## config.mk

```make
export PLATFORM = sky130hd
export DESIGN_NAME = hvac_mode_sequencer_with_lockout_flat
export DESIGN_NICKNAME = d
export VERILOG_FILES = /design/src/hdl/hmsl_pkg.sv /design/src/hdl/hmsl_if.sv /design/src/hdl/hvac_mode_sequencer_with_lockout.sv /design/src/hdl/hmsl_step.sv /design/src/flat_wrapper.sv
export SDC_FILE = /design/constraint.sdc
export NUM_CORES = 1
export LEC_CHECK = 0
export BUFFER_PORTS_ARGS = -buffer_cell sky130_fd_sc_hd__clkbuf_2
export CAP_MARGIN = 20
export CORE_ASPECT_RATIO = 0.7
export CORE_UTILIZATION = 35
export DETAILED_ROUTE_END_ITERATION = 16
export GPL_ROUTABILITY_DRIVEN = 0
export REMOVE_ABC_BUFFERS = 1
export SYNTH_ARGS = -nofsm -noshare
export SYNTH_HDL_FRONTEND = slang
export SYNTH_HIERARCHICAL = 1
export SYNTH_SLANG_ARGS = --single-unit
```

## constraint.sdc

```tcl
create_clock -name clk -period 9.4 [get_ports clk]
set_input_delay 1.41 -clock clk [delete_from_list [all_inputs] [get_ports clk]]
set_output_delay 1.41 -clock clk [all_outputs]
set_load 0.02 [all_outputs]
```

## src/hdl/hmsl_pkg.sv

```systemverilog
`default_nettype none

package hmsl_pkg;

  localparam int MOTOR_COUNT = 4;

  // op codes of an input beat
  localparam logic [1:0] OP_SETTING = 2'd0;
  localparam logic [1:0] OP_TICK    = 2'd1;
  localparam logic [1:0] OP_HIT     = 2'd2;

  // mode codes, bits 1:0 of the mode byte
  localparam logic [1:0] MODE_STOP = 2'd0;
  localparam logic [1:0] MODE_FAN  = 2'd1;
  localparam logic [1:0] MODE_COOL = 2'd2;
  localparam logic [1:0] MODE_HEAT = 2'd3;

  // relay codes, bits 7:4 of the mode byte
  localparam logic [3:0] RELAY_STOP = 4'h0;
  localparam logic [3:0] RELAY_FAN  = 4'h1;
  localparam logic [3:0] RELAY_COOL = 4'h7;
  localparam logic [3:0] RELAY_HEAT = 4'h9;

  // motor positions in the fault flags
  localparam int MOTOR_FAN    = 0;
  localparam int MOTOR_INDOOR = 1;
  localparam int MOTOR_COMP   = 2;
  localparam int MOTOR_HEATER = 3;

  localparam logic [5:0] HZ_BASE = 6'd50;

  // register indexes
  localparam logic [2:0] REG_HIT_LIMIT_FAN    = 3'd0;
  localparam logic [2:0] REG_HIT_LIMIT_INDOOR = 3'd1;
  localparam logic [2:0] REG_HIT_LIMIT_COMP   = 3'd2;
  localparam logic [2:0] REG_HIT_LIMIT_HEATER = 3'd3;
  localparam logic [2:0] REG_RECOVERY_TICKS   = 3'd4;
  localparam logic [2:0] REG_FAN_HOLD_TICKS   = 3'd5;
  localparam logic [2:0] REG_SWITCH_FREQ_LIM  = 3'd6;

  localparam logic [7:0]  HIT_LIMIT_RST      = 8'd3;
  localparam logic [14:0] RECOVERY_TICKS_RST = 15'd24000;
  localparam logic [8:0]  FAN_HOLD_TICKS_RST = 9'd500;
  localparam logic [7:0]  SWITCH_FREQ_RST    = 8'd6;

  typedef struct packed {
    logic [1:0] op;
    logic [7:0] setting_byte;
    logic [7:0] running_freq;
    logic [1:0] motor_index;
  } hmsl_item_t;

  typedef struct packed {
    logic [MOTOR_COUNT-1:0][7:0] hit_limit;
    logic [14:0]                 recovery_ticks;
    logic [8:0]                  fan_hold_ticks;
    logic [7:0]                  switch_freq_limit;
  } hmsl_cfg_t;

  typedef struct packed {
    logic [7:0]                   mode;
    logic [8:0]                   fan_timer;
    logic                         ramp;
    logic [MOTOR_COUNT-1:0]       fault;
    logic [MOTOR_COUNT-1:0][14:0] rec_cnt;
    logic [MOTOR_COUNT-1:0][7:0]  hit_cnt;
    logic [5:0]                   hold_hz;
    logic [3:0]                   hold_granted;
  } hmsl_state_t;

  typedef struct packed {
    logic [7:0] mode_byte;
    logic [5:0] target_hz;
    logic [8:0] target_tenths;
    logic [3:0] granted_mode;
    logic [3:0] fault_flags;
    logic       ramp_down;
  } hmsl_result_t;

endpackage

`default_nettype wire

```

## src/hdl/hmsl_if.sv

```systemverilog
`default_nettype none

interface hmsl_in_if;
  logic       valid;
  logic       ready;
  logic [1:0] op;
  logic [7:0] setting_byte;
  logic [7:0] running_freq;
  logic [1:0] motor_index;

  modport source (output valid, output op, output setting_byte, output running_freq,
                  output motor_index, input ready);
  modport sink   (input valid, input op, input setting_byte, input running_freq,
                  input motor_index, output ready);
endinterface

interface hmsl_out_if;
  logic       valid;
  logic       ready;
  logic [7:0] mode_byte;
  logic [5:0] target_hz;
  logic [8:0] target_tenths;
  logic [3:0] granted_mode;
  logic [3:0] fault_flags;
  logic       ramp_down;

  modport source (output valid, output mode_byte, output target_hz, output target_tenths,
                  output granted_mode, output fault_flags, output ramp_down, input ready);
  modport sink   (input valid, input mode_byte, input target_hz, input target_tenths,
                  input granted_mode, input fault_flags, input ramp_down, output ready);
endinterface

`default_nettype wire

```

## src/hdl/hvac_mode_sequencer_with_lockout.sv

```systemverilog
`default_nettype none

// Channel   Dir  Handshake          Beat contents
// in_ch     in   valid/ready        op, setting_byte, running_freq, motor_index
// out_ch    out  valid/ready        mode_byte, target_hz, target_tenths,
//                                   granted_mode, fault_flags, ramp_down
// cfg_*     in   APB (pready = 1)   seven registers at byte address 4*i
//
// One beat a cycle sustained while out_ch does not stall. A beat taken into the input
// register is stepped through the single-pass logic into the result register once that
// register is free or being emptied, and its result is then on out_ch.
// rst_n is synchronous: it clears the sequencer state and both pipeline valids and
// loads the register defaults.
// A stalled out_ch holds its beat; in_ch keeps taking beats until both registers
// are full, so a result waiting to be taken does not block the next beat.
module hvac_mode_sequencer_with_lockout (
  input  wire logic        clk,
  input  wire logic        rst_n,
  hmsl_in_if.sink          in_ch,
  hmsl_out_if.source       out_ch,
  input  wire logic        cfg_psel,
  input  wire logic        cfg_penable,
  input  wire logic        cfg_pwrite,
  input  wire logic [4:0]  cfg_paddr,
  input  wire logic [31:0] cfg_pwdata,
  output logic      [31:0] cfg_prdata,
  output logic             cfg_pready
);

  hmsl_pkg::hmsl_cfg_t    cfg_r;
  hmsl_pkg::hmsl_state_t  state_r;
  hmsl_pkg::hmsl_state_t  state_nxt;
  hmsl_pkg::hmsl_item_t   item_r;
  hmsl_pkg::hmsl_result_t res_r;
  hmsl_pkg::hmsl_result_t res_nxt;
  logic                   item_vld_r;
  logic                   out_vld_r;
  logic                   step_go;
  logic                   cfg_wr;
  logic [2:0]             cfg_idx;

  // ---------------------------------------------------------------------------
  // Register port. Writes land on the access cycle; unused addresses are ignored.
  // ---------------------------------------------------------------------------
  assign cfg_pready = 1'b1;
  assign cfg_wr     = cfg_psel && cfg_penable && cfg_pwrite && cfg_pready;
  assign cfg_idx    = cfg_paddr[4:2];

  always_ff @(posedge clk) begin
    if (!rst_n) begin
      cfg_r.hit_limit         <= {hmsl_pkg::MOTOR_COUNT{hmsl_pkg::HIT_LIMIT_RST}};
      cfg_r.recovery_ticks    <= hmsl_pkg::RECOVERY_TICKS_RST;
      cfg_r.fan_hold_ticks    <= hmsl_pkg::FAN_HOLD_TICKS_RST;
      cfg_r.switch_freq_limit <= hmsl_pkg::SWITCH_FREQ_RST;
    end else if (cfg_wr) begin
      unique case (cfg_idx)
        hmsl_pkg::REG_HIT_LIMIT_FAN:    cfg_r.hit_limit[hmsl_pkg::MOTOR_FAN] <= cfg_pwdata[7:0];
        hmsl_pkg::REG_HIT_LIMIT_INDOOR:
          cfg_r.hit_limit[hmsl_pkg::MOTOR_INDOOR] <= cfg_pwdata[7:0];
        hmsl_pkg::REG_HIT_LIMIT_COMP:   cfg_r.hit_limit[hmsl_pkg::MOTOR_COMP] <= cfg_pwdata[7:0];
        hmsl_pkg::REG_HIT_LIMIT_HEATER:
          cfg_r.hit_limit[hmsl_pkg::MOTOR_HEATER] <= cfg_pwdata[7:0];
        hmsl_pkg::REG_RECOVERY_TICKS:   cfg_r.recovery_ticks    <= cfg_pwdata[14:0];
        hmsl_pkg::REG_FAN_HOLD_TICKS:   cfg_r.fan_hold_ticks    <= cfg_pwdata[8:0];
        hmsl_pkg::REG_SWITCH_FREQ_LIM:  cfg_r.switch_freq_limit <= cfg_pwdata[7:0];
        default: ;
      endcase
    end
  end

  always_comb begin
    unique case (cfg_idx)
      hmsl_pkg::REG_HIT_LIMIT_FAN:
        cfg_prdata = {24'd0, cfg_r.hit_limit[hmsl_pkg::MOTOR_FAN]};
      hmsl_pkg::REG_HIT_LIMIT_INDOOR:
        cfg_prdata = {24'd0, cfg_r.hit_limit[hmsl_pkg::MOTOR_INDOOR]};
      hmsl_pkg::REG_HIT_LIMIT_COMP:
        cfg_prdata = {24'd0, cfg_r.hit_limit[hmsl_pkg::MOTOR_COMP]};
      hmsl_pkg::REG_HIT_LIMIT_HEATER:
        cfg_prdata = {24'd0, cfg_r.hit_limit[hmsl_pkg::MOTOR_HEATER]};
      hmsl_pkg::REG_RECOVERY_TICKS:  cfg_prdata = {17'd0, cfg_r.recovery_ticks};
      hmsl_pkg::REG_FAN_HOLD_TICKS:  cfg_prdata = {23'd0, cfg_r.fan_hold_ticks};
      hmsl_pkg::REG_SWITCH_FREQ_LIM: cfg_prdata = {24'd0, cfg_r.switch_freq_limit};
      default:                       cfg_prdata = '0;
    endcase
  end

  // ---------------------------------------------------------------------------
  // Input register. The held beat steps the sequencer when the result register
  // is free or being emptied; a new beat is taken in that same cycle.
  // ---------------------------------------------------------------------------
  assign step_go     = item_vld_r && (!out_vld_r || out_ch.ready);
  assign in_ch.ready = !item_vld_r || step_go;

  always_ff @(posedge clk) begin
    if (!rst_n) begin
      item_vld_r <= 1'b0;
    end else if (in_ch.ready) begin
      item_vld_r <= in_ch.valid;
    end
  end

  always_ff @(posedge clk) begin
    if (in_ch.ready && in_ch.valid) begin
      item_r.op           <= in_ch.op;
      item_r.setting_byte <= in_ch.setting_byte;
      item_r.running_freq <= in_ch.running_freq;
      item_r.motor_index  <= in_ch.motor_index;
    end
  end

  // ---------------------------------------------------------------------------
  // Sequencer step: message, tick or hit, all in one pass.
  // ---------------------------------------------------------------------------
  hmsl_step u_step (
    .item    (item_r),
    .cfg     (cfg_r),
    .st      (state_r),
    .st_nxt  (state_nxt),
    .res_nxt (res_nxt)
  );

  always_ff @(posedge clk) begin
    if (!rst_n) begin
      state_r <= '0;
    end else if (step_go) begin
      state_r <= state_nxt;
    end
  end

  // ---------------------------------------------------------------------------
  // Result register; holds its beat while out_ch stalls.
  // ---------------------------------------------------------------------------
  always_ff @(posedge clk) begin
    if (!rst_n) begin
      out_vld_r <= 1'b0;
    end else if (step_go) begin
      out_vld_r <= 1'b1;
    end else if (out_ch.ready) begin
      out_vld_r <= 1'b0;
    end
  end

  always_ff @(posedge clk) begin
    if (step_go) begin
      res_r <= res_nxt;
    end
  end

  assign out_ch.valid         = out_vld_r;
  assign out_ch.mode_byte     = res_r.mode_byte;
  assign out_ch.target_hz     = res_r.target_hz;
  assign out_ch.target_tenths = res_r.target_tenths;
  assign out_ch.granted_mode  = res_r.granted_mode;
  assign out_ch.fault_flags   = res_r.fault_flags;
  assign out_ch.ramp_down     = res_r.ramp_down;

endmodule

`default_nettype wire

```

## src/hdl/hmsl_step.sv

```systemverilog
`default_nettype none

// Next state and result for one beat.
module hmsl_step (
  input  var hmsl_pkg::hmsl_item_t   item,
  input  var hmsl_pkg::hmsl_cfg_t    cfg,
  input  var hmsl_pkg::hmsl_state_t  st,
  output hmsl_pkg::hmsl_state_t      st_nxt,
  output hmsl_pkg::hmsl_result_t     res_nxt
);

  always_comb begin
    logic [1:0] g;
    logic [1:0] tmode_port;
    logic [1:0] cur;
    logic [1:0] low;
    logic [9:0] timer;
    logic [3:0] relay;
    logic       rise;

    st_nxt     = st;
    g          = item.setting_byte[1:0];
    tmode_port = item.setting_byte[3:2];
    cur        = st.mode[1:0];
    low        = cur;
    timer      = '0;
    relay      = hmsl_pkg::RELAY_STOP;
    rise       = 1'b0;

    unique case (item.op)
      hmsl_pkg::OP_SETTING: begin
        st_nxt.hold_hz = hmsl_pkg::HZ_BASE - {2'b00, item.setting_byte[7:4]};

        // lockout limiting
        if (st.fault[hmsl_pkg::MOTOR_FAN]) g = hmsl_pkg::MODE_STOP;
        if ((st.fault[hmsl_pkg::MOTOR_INDOOR] || st.fault[hmsl_pkg::MOTOR_COMP]) &&
            g == hmsl_pkg::MODE_COOL) g = hmsl_pkg::MODE_FAN;
        if (st.fault[hmsl_pkg::MOTOR_HEATER] && g == hmsl_pkg::MODE_HEAT)
          g = hmsl_pkg::MODE_FAN;

        // fan hold
        if (cur == hmsl_pkg::MODE_FAN) timer = {1'b0, st.fan_timer} + 10'd1;
        if (timer > {1'b0, cfg.fan_hold_ticks}) timer = {1'b0, cfg.fan_hold_ticks};
        if (g[1] && !cur[1] && timer < {1'b0, cfg.fan_hold_ticks}) g = hmsl_pkg::MODE_FAN;
        st_nxt.fan_timer = timer[8:0];

        // ramp-down request
        rise = g[1] && !cur[1];
        if (rise) begin
          if (item.running_freq >= cfg.switch_freq_limit) begin
            g = hmsl_pkg::MODE_FAN;
            st_nxt.ramp = 1'b1;
          end
        end else begin
          st_nxt.ramp = 1'b0;
        end

        st_nxt.hold_granted = {tmode_port, g};

        // cool and heat only meet through fan
        unique case (cur)
          hmsl_pkg::MODE_STOP: low = (g != hmsl_pkg::MODE_STOP) ? hmsl_pkg::MODE_FAN
                                                                 : hmsl_pkg::MODE_STOP;
          hmsl_pkg::MODE_FAN:  low = g;
          hmsl_pkg::MODE_COOL: low = (g == hmsl_pkg::MODE_HEAT) ? hmsl_pkg::MODE_FAN : g;
          default:             low = (g == hmsl_pkg::MODE_COOL) ? hmsl_pkg::MODE_FAN : g;
        endcase

        // port change: back to stop, faults and counters cleared
        if (tmode_port != st.mode[3:2]) begin
          low            = hmsl_pkg::MODE_STOP;
          st_nxt.fault   = '0;
          st_nxt.rec_cnt = '0;
          st_nxt.hit_cnt = '0;
        end

        if (low == hmsl_pkg::MODE_STOP) begin
          st_nxt.fan_timer = '0;
          st_nxt.ramp      = 1'b1;
        end

        unique case (low)
          hmsl_pkg::MODE_STOP: relay = hmsl_pkg::RELAY_STOP;
          hmsl_pkg::MODE_FAN:  relay = hmsl_pkg::RELAY_FAN;
          hmsl_pkg::MODE_COOL: relay = hmsl_pkg::RELAY_COOL;
          default:             relay = hmsl_pkg::RELAY_HEAT;
        endcase
        st_nxt.mode = {relay, tmode_port, low};
      end

      hmsl_pkg::OP_TICK: begin
        for (int m = 0; m < hmsl_pkg::MOTOR_COUNT; m++) begin
          if (st.hit_cnt[m] >= cfg.hit_limit[m]) begin
            st_nxt.hit_cnt[m] = '0;
            st_nxt.fault[m]   = 1'b1;
          end
          if (st_nxt.fault[m] && st.rec_cnt[m] != '1)
            st_nxt.rec_cnt[m] = st.rec_cnt[m] + 15'd1;
          if (st_nxt.rec_cnt[m] >= cfg.recovery_ticks) begin
            st_nxt.rec_cnt[m] = '0;
            st_nxt.fault[m]   = 1'b0;
          end
        end
      end

      hmsl_pkg::OP_HIT: begin
        if (st.hit_cnt[item.motor_index] != '1)
          st_nxt.hit_cnt[item.motor_index] = st.hit_cnt[item.motor_index] + 8'd1;
      end

      default: ;
    endcase
  end

  // tenths = hz * 10 as two shifted terms
  assign res_nxt.mode_byte     = st_nxt.mode;
  assign res_nxt.target_hz     = st_nxt.hold_hz;
  assign res_nxt.target_tenths = {st_nxt.hold_hz, 3'b000} + {2'b00, st_nxt.hold_hz, 1'b0};
  assign res_nxt.granted_mode  = st_nxt.hold_granted;
  assign res_nxt.fault_flags   = st_nxt.fault;
  assign res_nxt.ramp_down     = st_nxt.ramp;

endmodule

`default_nettype wire
```

## src/flat_wrapper.sv

```systemverilog
// flat-port wrapper written by rule: the top's interface ports become plain ports
module hvac_mode_sequencer_with_lockout_flat 
  (clk, rst_n, cfg_psel, cfg_penable, cfg_pwrite, cfg_paddr, cfg_pwdata, cfg_prdata, cfg_pready, in_ch_valid, in_ch_op, in_ch_setting_byte, in_ch_running_freq, in_ch_motor_index, in_ch_ready, out_ch_valid, out_ch_mode_byte, out_ch_target_hz, out_ch_target_tenths, out_ch_granted_mode, out_ch_fault_flags, out_ch_ramp_down, out_ch_ready);
  hmsl_in_if in_ch_i ();
  hmsl_out_if out_ch_i ();
  input  wire logic clk;
  input  wire logic rst_n;
  input  wire logic cfg_psel;
  input  wire logic cfg_penable;
  input  wire logic cfg_pwrite;
  input  wire logic [4:0] cfg_paddr;
  input  wire logic [31:0] cfg_pwdata;
  output logic      [31:0] cfg_prdata;
  output logic cfg_pready;
  input wire logic [$bits(in_ch_i.valid)-1:0] in_ch_valid;
  input wire logic [$bits(in_ch_i.op)-1:0] in_ch_op;
  input wire logic [$bits(in_ch_i.setting_byte)-1:0] in_ch_setting_byte;
  input wire logic [$bits(in_ch_i.running_freq)-1:0] in_ch_running_freq;
  input wire logic [$bits(in_ch_i.motor_index)-1:0] in_ch_motor_index;
  output wire logic [$bits(in_ch_i.ready)-1:0] in_ch_ready;
  output wire logic [$bits(out_ch_i.valid)-1:0] out_ch_valid;
  output wire logic [$bits(out_ch_i.mode_byte)-1:0] out_ch_mode_byte;
  output wire logic [$bits(out_ch_i.target_hz)-1:0] out_ch_target_hz;
  output wire logic [$bits(out_ch_i.target_tenths)-1:0] out_ch_target_tenths;
  output wire logic [$bits(out_ch_i.granted_mode)-1:0] out_ch_granted_mode;
  output wire logic [$bits(out_ch_i.fault_flags)-1:0] out_ch_fault_flags;
  output wire logic [$bits(out_ch_i.ramp_down)-1:0] out_ch_ramp_down;
  input wire logic [$bits(out_ch_i.ready)-1:0] out_ch_ready;
  assign in_ch_i.valid = in_ch_valid;
  assign in_ch_i.op = in_ch_op;
  assign in_ch_i.setting_byte = in_ch_setting_byte;
  assign in_ch_i.running_freq = in_ch_running_freq;
  assign in_ch_i.motor_index = in_ch_motor_index;
  assign in_ch_ready = in_ch_i.ready;
  assign out_ch_valid = out_ch_i.valid;
  assign out_ch_mode_byte = out_ch_i.mode_byte;
  assign out_ch_target_hz = out_ch_i.target_hz;
  assign out_ch_target_tenths = out_ch_i.target_tenths;
  assign out_ch_granted_mode = out_ch_i.granted_mode;
  assign out_ch_fault_flags = out_ch_i.fault_flags;
  assign out_ch_ramp_down = out_ch_i.ramp_down;
  assign out_ch_i.ready = out_ch_ready;
  hvac_mode_sequencer_with_lockout u_core (.clk(clk), .rst_n(rst_n), .in_ch(in_ch_i), .out_ch(out_ch_i), .cfg_psel(cfg_psel), .cfg_penable(cfg_penable), .cfg_pwrite(cfg_pwrite), .cfg_paddr(cfg_paddr), .cfg_pwdata(cfg_pwdata), .cfg_prdata(cfg_prdata), .cfg_pready(cfg_pready));
endmodule
```

==> reports/summary.txt, run 1 <==
Status: finished clean
CP endpoint kind: register
Final Hold Viols: 0
R2r endpoint: u_core/state_r[63]
Via density: 5.79
Synthesized flop and latch total: 242
Worst hold path type: reg2reg
Commonest register cell after synthesis: dfxtp_1
Worst EP arrival: 5.83 ns
DRC violations left: 0
RSZ-0062 raised after global routing: no
PD cells: 131 nW/um2
Yosys top cell by area: dfxtp_1
Most common cell after layout, fill and taps aside: dfxtp_1
F_max: 187 MHz
Gate power share: 0.094
Routed wire length: 50500 um
Worst-Skew Late Latency: 0.56 ns
Pwr Total: 2.35 mW
Nets: 2172
Core area: 46700 um2
Switching Share: 0.267
Initial antenna violation count: 1
Final Util: 0.385
Max clock buf depth: 3
Number of global-route vias before repair: 13810
R2R Path Start: u_core/state_r[18]
Reg power frac: 0.468
Static Leakage: 7.04 nW
Ant diodes: 0
R2R setup slack: 4.04 ns
Hold_buf cts: 0
Slew headroom: 0.273
Final period util: 0.570
Crit Path Class: reg2reg
Max capacitance violation total: 0
Psw: 0.627 mW
CTS Buf Count: 26
Avg Synthesized Cell Area: 8.28 um2
DIE AREA: 48400 um2
Max Slew Vio Count: 0
Die Span Y: 184 um
Setup TNS: 0 ns
Number of I/O port buffers: 93
Worst Hold Launch: u_core/state_r[5]
Mapped Area: 16600 um2
Antenna-violating nets left: 0
R2R depth: 20
Synth async-reset ratio: 0
Drt first-iter violations: 1336
Peak supply drop: 0.000131 V
Post-CTS resize count: 0
Warning count from the yosys run: 6
CP required: 9.87 ns
Part of the Yosys area used for sequential elements: 0.323
H-tree levels: 1
Postcts setup bufs: 0
Slew of the pin with the lowest slew margin: 1.09 ns
Sequential cell area: 5370 um2
Site Rows: 66
CTS sink count: 242
P_int: 1.72 mW
Clk pwr share: 0.439
Most frequent cells in the layout: dfxtp_1 (189), o21ai_0 (186), a21oi_1 (184)
Global-route wire length before repair: 79200 um
HPWL Detailed: 34700 um
Clock-pin slew on the worst setup and hold paths: 0.06 ns
Die span in x: 262 um
Grt total ovfl: 0
Setup violators final: 0
Worst Hold Depth: 2
# fillers: 4718
Layout area overhead: 8.14%
Layout cells sized above 1: 0.109
Top post-synthesis cells by area: dfxtp_1 (23%), ha_1 (9.6%), edfxtp_1 (9.4%)
Layout Skew: 0.0131 ns
Post-synth top area share: 0.229
Hold Path End: u_core/state_r[5]
Yosys cell types: 82
CTS tree: done
Root buf cell: clkbuf_16
Largest net degree at the start of global routing: 104
Crit path time final: 5.36 ns
I/O pins: 131
DR vias: 15128
Routed len/inst: 19.4 um
CP startpoint kind: register
Initial core utilization: 0.356
Gr usage total: 0.205
Number of synthesized flops with an enable pin: 52
Max FO, Critical Path: 23
Area occupied by multi-input gates: 10000 um2
Cells after synthesis: 2008
Drt first pass iters: 6
stage by stage:
step | hold slack, ns | instances | setup slack, ns | cell area, um2
3_5_place_dp | 0.466 | 2562 | 4.29 | 17100
2_1_floorplan | 0.443 | 1840 | 2.33 | 15700
4_1_cts | 0.477 | 2610 | 4.24 | 18000
5_1_grt | 0.497 | 2611 | 3.76 | 18000
6_report | 0.475 | 2611 | 4.04 | 18000
3_3_place_gp | 0.456 | 2561 | 4.02 | 17100
layer usage:
metal / part of all wire / GRT usage / vias up / wire length (um)
li1: - / - / 7224 / -
met1: 0.47 / 0.294 / 7238 / 23900
met2: 0.42 / 0.304 / 583 / 21100
met3: 0.084 / 0.0473 / 79 / 4230
met4: 0.026 / 0.0562 / 4 / 1320
met5: 0.00059 / 0 / - / 30
how the worst max path moves through the flow:
stage / start / to / slack, ns / cells past startpoint
5_1_grt: u_core/state_r[18] / u_core/state_r[70] / 3.76 / 20
2_1_floorplan: out_ch_ready / u_core/out_ch.fault_flags[0] / 2.33 / 2
3_5_place_dp: u_core/state_r[18] / u_core/state_r[66] / 4.29 / 20
4_1_cts: u_core/state_r[18] / u_core/state_r[70] / 4.24 / 20
6_report: u_core/state_r[18] / u_core/state_r[63] / 4.04 / 20
3_3_place_gp: u_core/state_r[26] / u_core/state_r[85] / 4.02 / 20
synthesized netlist by cell type (10+ instances only):
| master | instances |
|---|---|
| xor2_1 | 32 |
| nand2_1 | 165 |
| o21ai_1 | 14 |
| nor2b_1 | 16 |
| mux2_2 | 18 |
| o211ai_1 | 16 |
| buf_4 | 52 |
| buf_2 | 29 |
| o21ai_0 | 187 |
| nor3_1 | 23 |
| ha_1 | 128 |
| a21oi_1 | 186 |
| and2_1 | 16 |
| a21o_1 | 15 |
| inv_1 | 101 |
| nand4_1 | 25 |
| nor2_1 | 68 |
| nand3_1 | 171 |
| xnor2_1 | 39 |
| clkbuf_1 | 92 |
| edfxtp_1 | 52 |
| and3_1 | 17 |
| nand2b_1 | 18 |
| o2bb2ai_1 | 25 |
| mux2i_1 | 67 |
| a32o_1 | 10 |
| a22o_1 | 15 |
| dfxtp_1 | 190 |
| a31oi_1 | 68 |
critical path, stage by stage, from the launching register on:
cell	delay (ns)
dfxtp_1	0.37
inv_1	0.09
ha_1	0.27
nand2b_1	0.09
a211oi_1	0.07
o311ai_1	0.73
a211oi_1	0.31
nor2_1	0.73
nand2_1	0.16
xnor2_1	0.17
ha_1	0.30
a21oi_1	0.14
o21ai_0	0.11
a21oi_1	0.23
o21ai_0	0.14
a21oi_1	0.42
buf_4	0.34
o21ai_0	0.14
a31oi_1	0.18
nand3_1	0.10
a21oi_1	0.16
power groups by stage:
| stage | registers [mW] | clock network [mW] | logic [mW] |
|---|---|---|---|
| global route | 1.10 | 1.09 | 0.237 |
| floorplan | 1.13 | 0 | 0.112 |
| global placement | 1.12 | 0 | 0.214 |
| finish | 1.10 | 1.03 | 0.220 |
| detailed placement | 1.12 | 0 | 0.217 |
| CTS | 1.10 | 1.05 | 0.218 |
layout make-up:
cell class | count | area share
Multi-Input combinational cell | 1496 | 0.557
Clock inverter | 4 | 0.00111
Clock buffer | 44 | 0.0451
Inverter | 102 | 0.0215
Tap cell | 612 | 0.0426
Sequential cell | 242 | 0.299
Timing Repair Buffer | 111 | 0.0340
state kept, by name (all words and copies together), names as in the netlist:
| signal | flops |
|---|---|
| u_core/out_ch.fault_flags | 4 |
| u_core/out_ch.mode_byte | 8 |
| u_core/out_ch.valid | 1 |
| u_core/item_vld_r | 1 |
| u_core/out_ch.granted_mode | 4 |
| u_core/cfg_r | 64 |
| u_core/out_ch.target_tenths | 9 |
| u_core/out_ch.target_hz | 6 |
| u_core/out_ch.ramp_down | 1 |
| u_core/state_r | 124 |
| u_core/item_r | 20 |
cells by family after synthesis:
group,count (synthesis),synth area share
AOI/OAI and AO/OA,620,0.228
and+or+nand+nor,563,0.169
buffers and inverters,286,0.0808
DFF,242,0.323
adders and majority gates,129,0.0976
muxes,94,0.0643
xor gates and xnor gates,71,0.0374
other,3,0.000677
No activity file was read; power rests on OpenSTA's default activity.
==> inputs of run 2 (changes only) <==
Clock period 9.4 ns to 4.95 ns, I/O delays scaled along.
==> reports/summary.txt, run 2 (synthesized netlist as in run 1, its figures left out) <==
DRC violations left: 0 (unchanged)
Layout area overhead: 9.91%
CP startpoint kind: register
Worst-Skew Late Latency: 0.56 ns (about the same)
Ant diodes: 0 (unchanged)
Via density: 5.77 (-0.49%)
Status: finished clean
Grt total ovfl: 0 (unchanged)
Pre-CTS setup slack: 0.225 ns (-4.06 ns)
Final Hold Viols: 0 (unchanged)
CTS tree: done
CTS Buf Count: 26 (unchanged)
CP endpoint kind: register
PD cells: 257 nW/um2 (+97%)
Layout cells sized above 1: 0.123 (+0.0143)
Setup violators final: 0 (unchanged)
Setup WS post-layout: 0.344 ns (-3.70 ns)
Root buf cell: clkbuf_16
Number of I/O port buffers: 93 (unchanged)
Nets: 2191 (+0.87%)
Crit path time final: 4.61 ns (-0.755 ns)
Max reg flops: 124 (unchanged)
Largest net degree at the start of global routing: 103 (-0.96%)
Crit Path Class: reg2reg
Drt first-iter violations: 1651 (+24%)
Die span in x: 262 um (unchanged)
H-tree levels: 1 (unchanged)
Max capacitance violation total: 0 (unchanged)
Pwr Total: 4.70 mW (+100%)
Drt first pass iters: 5 (-1)
Max FO, Critical Path: 9 (-61%)
Antenna-violating nets left: 0 (unchanged)
CTS sink count: 242 (unchanged)
CP max stage cell: dfxtp_1
Worst hold path type: in2reg
Largest Register: u_core/state_r
Routed len/inst: 19.3 um (about the same)
Number of global-route vias before repair: 14075 (+1.9%)
CP peak stage delay: 0.41 ns (-0.32 ns)
Clock-pin slew on the worst setup and hold paths: 0.07 ns (about the same)
Routed wire length: 50900 um (+0.65%)
Max Slew Vio Count: 0 (unchanged)
RSZ-0062 raised after global routing: no
Worst EP arrival: 5.09 ns (-0.74 ns)
I/O pins: 131 (unchanged)
F_max: 217 MHz (+16%)
# fillers: 4653 (-1.4%)
Most frequent cells in the layout: dfxtp_1 (189), o21ai_0 (186), a21oi_1 (184)
DIE AREA: 48400 um2 (unchanged)
HPWL Detailed: 35300 um (+1.7%)
Regs by FF count: u_core/state_r (124), u_core/cfg_r (64), u_core/item_r (20)
Most common cell after layout, fill and taps aside: dfxtp_1
Peak supply drop: 0.000302 V (+130%)
Slew of the pin with the lowest slew margin: 1.09 ns (-0.000137 ns)
Initial antenna violation count: 0 (-1)
Final period util: 0.931 (+0.360)
Slew headroom: 0.273 (about the same)
Core area: 46700 um2 (unchanged)
CP required: 5.43 ns (-4.44 ns)
DR vias: 15163 (+0.23%)
Site Rows: 66 (unchanged)
Layout Skew: 0.0119 ns (-0.00125 ns)
Initial core utilization: 0.356 (unchanged)
Static Leakage: 7.21 nW (+2.3%)
Crit path cell chain: ha_1, inv_1, nor3_1, xnor2_1, nor2_1, ha_1, nand4_1, or3_1, o21ai_0, nand2_2, mux2_2, ha_1, nand4_1, or3_1, o2111ai_1, nand2_1, o21ai_2, nor2b_1, a22o_1, nand3_1, a21oi_1
Gr usage total: 0.207 (+0.00204)
Global-route wire length before repair: 80200 um (+1.2%)
CP most frequent cell: ha_1
Max clock buf depth: 3 (unchanged)
Die Span Y: 184 um (unchanged)
run 2: report_power, final:
group	leakage [nW]	total, mW	switching [mW]	internal [mW]
logic	4.70	0.424	0.311	0.113
clock network	0.468	2.18	0.870	1.31
registers	2.03	2.09	0.0365	2.05
run 2: critical path: cells and delay by family (launching register included):
kind | cells | cell delay (ns)
AO/OA/AOI/OAI | 5 | 0.73
XOR/XNOR | 1 | 0.16
adder cells (fa/ha/maj) | 3 | 0.92
buffers and inverters | 1 | 0.06
flip-flops | 1 | 0.41
multiplexers | 1 | 0.35
AND/OR/NAND/NOR | 10 | 1.92
run 2: path summary, 6_finish.rpt:
check	startpoint	to	slack (ns)	cells after the start
max reg2reg	u_core/state_r[108]	u_core/state_r[123]	0.34	21
min reg2reg	u_core/cfg_r[30]	u_core/cfg_r[30]	0.48	2
min	in_ch_op[1]	u_core/item_r[19]	0.36	1
max	u_core/state_r[108]	u_core/state_r[123]	0.34	21
run 2: what timing repair did:
item                       CTS  global route
gates resized for setup      0             5
hold buffers                 0             0
buffers inserted             0             1
setup endpoints to repair    0            23
run 2: per-stage QoR:
step                      hold slack, ns   util  instances  TNS, ns  area [um2]
after floorplan                    0.443      -       1840   -64.93       15700
after global placement             0.456  0.371       2581        0       17300
after detailed placement           0.467  0.371       2581        0       17300
after CTS                          0.332  0.391       2629        0       18200
after global routing               0.343  0.392       2630        0       18300
final                              0.359  0.392       2630        0       18300
run 2: metal layers:
layer,vias to the layer above,track usage,routed length [um]
met1,7275,0.298,24300
met5,-,0,0
met4,0,0.0492,1230
met2,552,0.311,21300
met3,67,0.0437,4030
li1,7269,-,-
run 2: area by class of cell:
class                           instances  area (um2)  area share
Clock inverter                         17         214      0.0117
Clock buffer                           31         732      0.0401
Inverter                              102         387      0.0212
Sequential cell                       242        5370       0.294
Multi-Input combinational cell       1496       10000       0.549
Tap cell                              612         766      0.0419
Timing Repair Buffer                  130         768      0.0421
